--- config.mk ---
export PLATFORM = sky130hd
export DESIGN_NAME = utf8_stream_decoder
export DESIGN_NICKNAME = d
export VERILOG_FILES = /design/src/hdl/utf8d_pkg.sv /design/src/hdl/utf8d_parser.sv /design/src/hdl/utf8d_serializer.sv /design/src/hdl/utf8_stream_decoder.sv
export SDC_FILE = /design/constraint.sdc
export NUM_CORES = 1
export LEC_CHECK = 0
export CORE_AREA = 5 5 77 79
export DETAILED_ROUTE_END_ITERATION = 12
export DIE_AREA = 0 0 82 84
export DONT_BUFFER_PORTS = 1
export PLACE_DENSITY_LB_ADDON = 0.1
export SLEW_MARGIN = 40
export SYNTH_ARGS = -nofsm -noshare
export SYNTH_HDL_FRONTEND = slang
export SYNTH_SLANG_ARGS = --single-unit
--- constraint.sdc ---
create_clock -name clk_i -period 11.5 [get_ports clk_i]
set_input_delay 1.725 -clock clk_i [delete_from_list [all_inputs] [get_ports clk_i]]
set_output_delay 1.725 -clock clk_i [all_outputs]
set_load 0.02 [all_outputs]
--- src/hdl/utf8d_pkg.sv ---
// ----------------------------------------------------------------------------
// utf8d_pkg
// Shared types and constants of the streaming UTF-8 decoder.
// ----------------------------------------------------------------------------
package utf8d_pkg;

  localparam int unsigned CpWidth = 21;

  localparam logic [7:0] ContMask  = 8'hC0;
  localparam logic [7:0] ContTag   = 8'h80;
  localparam logic [7:0] Lead3Mask = 8'hF0;
  localparam logic [7:0] Lead3Tag  = 8'hE0;
  localparam logic [7:0] Lead2Mask = 8'hE0;
  localparam logic [7:0] Lead2Tag  = 8'hC0;
  localparam logic [7:0] Lead4Mask = 8'hF8;
  localparam logic [7:0] Lead4Tag  = 8'hF0;
  localparam logic [7:0] Pay2Mask  = 8'h1F;
  localparam logic [7:0] Pay3Mask  = 8'h0F;
  localparam logic [7:0] Pay4Mask  = 8'h07;
  localparam logic [7:0] ContPay   = 8'h3F;

  localparam logic [CpWidth-1:0] ReplCp = 21'h00FFFD;

  // Sequence lengths held in the expected-length register.
  localparam logic [2:0] LenNone = 3'd0;
  localparam logic [2:0] Len2    = 3'd2;
  localparam logic [2:0] Len3    = 3'd3;
  localparam logic [2:0] Len4    = 3'd4;

  // Results caused by one byte: a run of replacement characters, then at most
  // one further code point.
  typedef struct packed {
    logic [2:0]         n_repl;
    logic               has_tail;
    logic [CpWidth-1:0] tail_cp;
    logic               tail_repl;
  } desc_t;

endpackage

--- src/hdl/utf8d_parser.sv ---
// ----------------------------------------------------------------------------
// utf8d_parser
// Sequence state of the decoder and the per-byte result descriptor.
// ----------------------------------------------------------------------------
module utf8d_parser (
  input  logic                clk_i,
  input  logic                rst_ni,
  input  logic                take_i,
  input  logic [7:0]          byte_in_i,
  input  logic                text_end_i,
  output utf8d_pkg::desc_t    desc_o
);

  logic [utf8d_pkg::CpWidth-1:0] partial_q, partial_d;
  logic [2:0]                    expected_q, expected_d;
  logic [1:0]                    held_q, held_d;

  logic                          pending;
  logic                          is_cont;
  logic [1:0]                    held_inc;
  logic                          seq_done;
  logic [utf8d_pkg::CpWidth-1:0] partial_ext;

  assign pending     = (expected_q != utf8d_pkg::LenNone);
  assign is_cont     = ((byte_in_i & utf8d_pkg::ContMask) == utf8d_pkg::ContTag);
  assign held_inc    = held_q + 2'd1;
  // The held count wraps after the fourth byte, which also completes a sequence.
  assign seq_done    = ({1'b0, held_inc} >= expected_q) || (held_inc == 2'd0);
  assign partial_ext = {partial_q[utf8d_pkg::CpWidth-7:0],
                        byte_in_i[5:0] & utf8d_pkg::ContPay[5:0]};

  always_comb begin
    desc_o     = '0;
    partial_d  = partial_q;
    expected_d = expected_q;
    held_d     = held_q;

    if (pending && is_cont) begin
      if (seq_done) begin
        desc_o.has_tail  = 1'b1;
        desc_o.tail_cp   = partial_ext;
        desc_o.tail_repl = 1'b0;
        partial_d        = '0;
        expected_d       = utf8d_pkg::LenNone;
        held_d           = '0;
      end else begin
        partial_d = partial_ext;
        held_d    = held_inc;
      end
    end else begin
      // A broken sequence gives one replacement per held byte, then the
      // byte is parsed as a new lead.
      if (pending) begin
        desc_o.n_repl = {1'b0, held_q};
      end
      partial_d  = '0;
      expected_d = utf8d_pkg::LenNone;
      held_d     = '0;
      if (!byte_in_i[7]) begin
        desc_o.has_tail = 1'b1;
        desc_o.tail_cp  = {13'd0, byte_in_i};
      end else if ((byte_in_i & utf8d_pkg::Lead2Mask) == utf8d_pkg::Lead2Tag) begin
        partial_d  = {16'd0, byte_in_i[4:0] & utf8d_pkg::Pay2Mask[4:0]};
        expected_d = utf8d_pkg::Len2;
        held_d     = 2'd1;
      end else if ((byte_in_i & utf8d_pkg::Lead3Mask) == utf8d_pkg::Lead3Tag) begin
        partial_d  = {17'd0, byte_in_i[3:0] & utf8d_pkg::Pay3Mask[3:0]};
        expected_d = utf8d_pkg::Len3;
        held_d     = 2'd1;
      end else if ((byte_in_i & utf8d_pkg::Lead4Mask) == utf8d_pkg::Lead4Tag) begin
        partial_d  = {18'd0, byte_in_i[2:0] & utf8d_pkg::Pay4Mask[2:0]};
        expected_d = utf8d_pkg::Len4;
        held_d     = 2'd1;
      end else begin
        desc_o.has_tail  = 1'b1;
        desc_o.tail_cp   = utf8d_pkg::ReplCp;
        desc_o.tail_repl = 1'b1;
      end
    end

    // A sequence still open at the end of the text is flushed. No tail can
    // exist here, so the extra replacements simply extend the run.
    if (text_end_i && (expected_d != utf8d_pkg::LenNone)) begin
      desc_o.n_repl = desc_o.n_repl + {1'b0, held_d};
      partial_d     = '0;
      expected_d    = utf8d_pkg::LenNone;
      held_d        = '0;
    end
  end

  always_ff @(posedge clk_i or negedge rst_ni) begin
    if (!rst_ni) begin
      partial_q  <= '0;
      expected_q <= utf8d_pkg::LenNone;
      held_q     <= '0;
    end else if (take_i) begin
      partial_q  <= partial_d;
      expected_q <= expected_d;
      held_q     <= held_d;
    end
  end

endmodule

--- src/hdl/utf8d_serializer.sv ---
// ----------------------------------------------------------------------------
// utf8d_serializer
// Holds a byte's descriptor, giving its results one per cycle unless stalled.
// ----------------------------------------------------------------------------
module utf8d_serializer (
  input  logic                          clk_i,
  input  logic                          rst_ni,
  input  logic                          load_i,
  input  utf8d_pkg::desc_t              desc_i,
  output logic                          free_o,
  output logic                          out_valid_o,
  input  logic                          out_ready_i,
  output logic [utf8d_pkg::CpWidth-1:0] code_point_o,
  output logic                          replaced_o,
  output logic                          run_last_o
);

  logic                          valid_q, valid_d;
  logic [2:0]                    rem_q, rem_d;
  logic                          tail_q, tail_d;
  logic [utf8d_pkg::CpWidth-1:0] cp_q, cp_d;
  logic                          trepl_q, trepl_d;
  logic                          out_take;

  always_comb begin
    if (rem_q != 3'd0) begin
      code_point_o = utf8d_pkg::ReplCp;
      replaced_o   = 1'b1;
      run_last_o   = (rem_q == 3'd1) && !tail_q;
    end else begin
      code_point_o = cp_q;
      replaced_o   = trepl_q;
      run_last_o   = 1'b1;
    end
  end

  assign out_valid_o = valid_q;
  assign out_take    = valid_q && out_ready_i;
  // A new byte may enter while the last result of the previous one leaves.
  assign free_o      = !valid_q || (out_ready_i && run_last_o);

  always_comb begin
    valid_d = valid_q;
    rem_d   = rem_q;
    tail_d  = tail_q;
    cp_d    = cp_q;
    trepl_d = trepl_q;
    if (out_take) begin
      if (run_last_o) begin
        valid_d = 1'b0;
      end else if (rem_q != 3'd0) begin
        rem_d = rem_q - 3'd1;
      end
    end
    if (load_i) begin
      valid_d = 1'b1;
      rem_d   = desc_i.n_repl;
      tail_d  = desc_i.has_tail;
      cp_d    = desc_i.tail_cp;
      trepl_d = desc_i.tail_repl;
    end
  end

  always_ff @(posedge clk_i or negedge rst_ni) begin
    if (!rst_ni) begin
      valid_q <= 1'b0;
      rem_q   <= '0;
      tail_q  <= 1'b0;
    end else begin
      valid_q <= valid_d;
      rem_q   <= rem_d;
      tail_q  <= tail_d;
    end
  end

  always_ff @(posedge clk_i) begin
    cp_q    <= cp_d;
    trepl_q <= trepl_d;
  end

endmodule

--- src/hdl/utf8_stream_decoder.sv ---
// ----------------------------------------------------------------------------
// utf8_stream_decoder
// Lenient streaming UTF-8 decoder: bytes in, code points out.
// ----------------------------------------------------------------------------
// Usage: the input channel (in_valid_i/in_ready_o) carries one byte and an
// end-of-text flag per item. The output channel (out_valid_o/out_ready_i)
// carries one code point per item, with replaced_o marking U+FFFD that stands
// for malformed input and run_last_o marking the last result of an input byte.
// A byte gives zero to four results, the first in the cycle after it is
// accepted; the rest follow one per cycle while the receiver takes them.
// Throughput is one byte per cycle while each byte gives at most one result
// and the receiver takes it; a byte with more results holds the input until
// its last is taken, as the output register hands out one result per cycle.
// Bytes that only extend a pending sequence give no result but can stall.
// Reset clears the pending sequence and empties the output register.
// While the receiver stalls, the current result holds and the input is
// accepted only once the last result of the previous byte is taken.
// ----------------------------------------------------------------------------
module utf8_stream_decoder (
  input  logic                          clk_i,
  input  logic                          rst_ni,
  input  logic                          in_valid_i,
  output logic                          in_ready_o,
  input  logic [7:0]                    byte_in_i,
  input  logic                          text_end_i,
  output logic                          out_valid_o,
  input  logic                          out_ready_i,
  output logic [utf8d_pkg::CpWidth-1:0] code_point_o,
  output logic                          replaced_o,
  output logic                          run_last_o
);

  utf8d_pkg::desc_t desc;
  logic             in_take;
  logic             load;
  logic             free;

  assign in_ready_o = free;
  assign in_take    = in_valid_i && free;
  assign load       = in_take && ((desc.n_repl != 3'd0) || desc.has_tail);

  utf8d_parser u_parser (
    .clk_i      (clk_i),
    .rst_ni     (rst_ni),
    .take_i     (in_take),
    .byte_in_i  (byte_in_i),
    .text_end_i (text_end_i),
    .desc_o     (desc)
  );

  utf8d_serializer u_serializer (
    .clk_i        (clk_i),
    .rst_ni       (rst_ni),
    .load_i       (load),
    .desc_i       (desc),
    .free_o       (free),
    .out_valid_o  (out_valid_o),
    .out_ready_i  (out_ready_i),
    .code_point_o (code_point_o),
    .replaced_o   (replaced_o),
    .run_last_o   (run_last_o)
  );

endmodule

==> results_dict.tcl <==
set metrics [dict create \
    status "finished clean" \
    routed.top_layer "met4" \
    fin_hold_ws_ns 0.505 \
    port_buffers 0 \
    drv_cap 0 \
    place_inst 287 \
    wl_met3_um 267 \
    synth-warning-count 0 \
    p_leak_nw 1.12 \
    fin_crit_ns 4.68 \
    dp.final_hpwl_mm 3.72 \
    grt_pass1_wl_mm 8.32 \
    synth-xor-area-share_pct 0.712 \
    firstDrtPassIters 5 \
    wire_per_inst_um 17.3 \
    postRouteAntennaNets 0 \
    gp_congestion 0.848 \
    place_area_mm2 0.00252 \
    drc 0 \
    synth_area_mm2 0.00246 \
    vias_per_cell 5.53 \
    cts_buffer_depth 2 \
    cts.sinks 47 \
    drt-total-wl_mm 5.12 \
    synthAdderAreaFrac_pct 4.37 \
    final_util_pct 50.4 \
    clkLatencyLatePin_ns 0.29 \
    powerDensity_mw_per_mm2 215 \
    rsz0062_at_grt "no" \
    start_kind "primary input" \
    path_clk_slew_ns 0.08 \
    synth_cells 223 \
    core-area_mm2 0.00527 \
    h-tree-depth 2 \
    vias 1631 \
    synthArstFlopShare_pct 53.2 \
    drt_iter0_markers 112 \
    worst_setup_path_end_kind "flop" \
    grt_pass1_vias 1654 \
    mostFrequentLayoutCells "dfrtp_1 (25), nand2_1 (22), edfxtp_1 (22)" \
    critical_path_class "in -> reg" \
    max_slew.worst_pin.slew_ns 0.685 \
    die_y_um 84 \
    clock-skew-final_ns 0.00515 \
    crit_arrival_ns 4.61 \
    critPathRequiredTime_ns 11.43 \
    cp_max_fo 24 \
    fp.dieW_um 82 \
    ys_ff_latch 47 \
    finalCritPeriodShare_pct 40.7 \
    dieArea_mm2 0.00689 \
    final_cells 295 \
    synth.mux.area_fraction_pct 0.814 \
    synth_top_family_by_area "simple AND/OR/NAND/NOR gates" \
    wl_met2_mm 2.63 \
    synth_nets 244 \
    io_pins 38 \
    final_common_cell "dfrtp_1" \
    ys_seq_area_share_pct 52.3 \
    synth.distinct_cells 53 \
    met1_length_mm 2.17 \
    grt_max_degree 32 \
    finalHoldViolations 0 \
    std_cell_rows 27 \
    design_area_mm2 0.00266 \
    finalSetupViolCount 0 \
    cts_resized 0 \
    start_util_pct 46.7 \
    grt-ovfl-total 0 \
    diodes 0 \
    slew_viol_final 0 \
    cts_tree "done" \
    antenna_found_initial 0 \
    synth_ff_type "dfrtp_1" \
    fmaxAchievable_ghz 0.214 \
    synth-edff-count 22 \
    cts-root-buf "clkbuf_8" \
    hp-class "reg -> reg" \
    grt_usage_pct 15.8 \
    synth_compound_area_share_pct 17.3 \
    avgSynthCellArea_um2 11.0 \
    relSlewSlack_pct 54.2 \
    syn_to_final_growth_pct 8.04 \
    synth_simple_gate_area_share_pct 21.6 \
    cts_setup_buffers 0 \
    cts_buffers 5 \
    hold_buffers 0 \
    final_nets 243 \
    setup_tns_ns 0 \
    peakVddDrop_v 0.0000820 \
    final_layout_size_suffix_gt1_share_pct 12.6 \
]
-- area by class of cell --
| cell class | instances | area, µm² |
|---|---|---|
| Sequential cell | 47 | 1290 |
| Fill cell | 502 | 2610 |
| Inverter | 8 | 30.0 |
| Timing Repair Buffer | 1 | 7.51 |
| Clock inverter | 2 | 60.1 |
| Clock buffer | 6 | 72.6 |
| Multi-Input combinational cell | 159 | 1110 |
| Tap cell | 72 | 90.1 |
-- power breakdown --
part           leakage, nW  switching (mW)  internal (mW)  total (mW)
clock               0.0654          0.0529         0.0868       0.140
combinational        0.513           0.136         0.0616       0.197
sequential           0.538          0.0210          0.212       0.233
total                 1.12           0.210          0.360       0.570
-- state kept, by name (all words and copies together) (netlist names) --
signal and cells:
u_serializer.tail_q 1, u_parser.expected_q 3, u_serializer.out_valid_o 1, u_parser.partial_q 15
u_serializer.rem_q 3, u_serializer.trepl_q 1, u_serializer.cp_q 21, u_parser.held_q 2
-- cell usage after synthesis (all sizes together) (2+ instances only) --
master | count | area (µm²)
and3 | 7 | 43.8
o21a | 2 | 15.0
dfrtp | 25 | 626
nand2b | 20 | 135
a22o | 10 | 87.6
o31ai | 2 | 15.0
nand2 | 23 | 86.3
nor2 | 14 | 57.6
mux2i | 2 | 20.0
nor3 | 4 | 41.3
a21oi | 4 | 35.0
clkbuf | 3 | 11.3
o22ai | 2 | 12.5
edfxtp | 22 | 661
nand3 | 3 | 20.0
ha | 7 | 87.6
inv | 8 | 30.0
o21ai | 15 | 90.1
a21o | 12 | 90.1
buf | 6 | 31.3
nor2b | 4 | 25.0
o21bai | 2 | 18.8
and2 | 10 | 65.1
-- critical path, stage by stage --
cell	delay (ns)
nand2b_2	0.21
nor3_2	0.17
o21ai_2	0.15
nand2_1	0.24
and2_1	0.17
ha_1	0.14
inv_1	0.05
fa_1	0.46
and4b_1	0.24
and3b_1	0.18
o22ai_1	0.22
a21oi_2	0.10
nor2_4	0.53
-- cells by family (layout without fill, tap and decap cells) --
family | count (synthesis) | count (layout)
adders and majority gates | 8 | 8
and+or+nand+nor | 91 | 91
xor gates and xnor gates | 2 | 2
DFF | 47 | 47
AOI/OAI and AO/OA | 56 | 56
muxes | 2 | 2
buffers and inverters | 17 | 17
-- stage by stage --
stage | setup WS, ns | power (mW)
floorplan | 6.29 | 0.395
global placement | 6.32 | 0.432
detailed placement | 6.54 | 0.437
CTS | 6.83 | 0.577
global route | 6.58 | 0.604
finish | 6.82 | 0.570
-- worst paths after layout --
path                                                       to  depth (start not counted)  slack [ns]                                from
min in group asynchronous     u_serializer.tail_q$_DFFE_PN0P_                          0        1.12                              rst_ni
min                        u_parser.partial_q[10]$_DFFE_PN0P_                          1        0.50  u_parser.partial_q[10]$_DFFE_PN0P_
max                            u_serializer.cp_q[1]$_DFFE_PP_                         13        6.82                        byte_in_i[6]
max in group asynchronous   u_parser.partial_q[5]$_DFFE_PN0P_                          0       10.30                              rst_ni
min reg2reg                u_parser.partial_q[10]$_DFFE_PN0P_                          1        0.50  u_parser.partial_q[10]$_DFFE_PN0P_
max reg2reg                    u_serializer.cp_q[1]$_DFFE_PP_                         14        7.21      u_parser.held_q[0]$_DFFE_PN0P_
-- per-layer routing --
layer | global-route usage [%] | up-vias
met1 | 19.7 | 794
li1 | - | 790
met2 | 27.0 | 41
met4 | 3.93 | 0
met3 | 3.78 | 6
met5 | 0 | -
(Power assumes the default switching activity.)
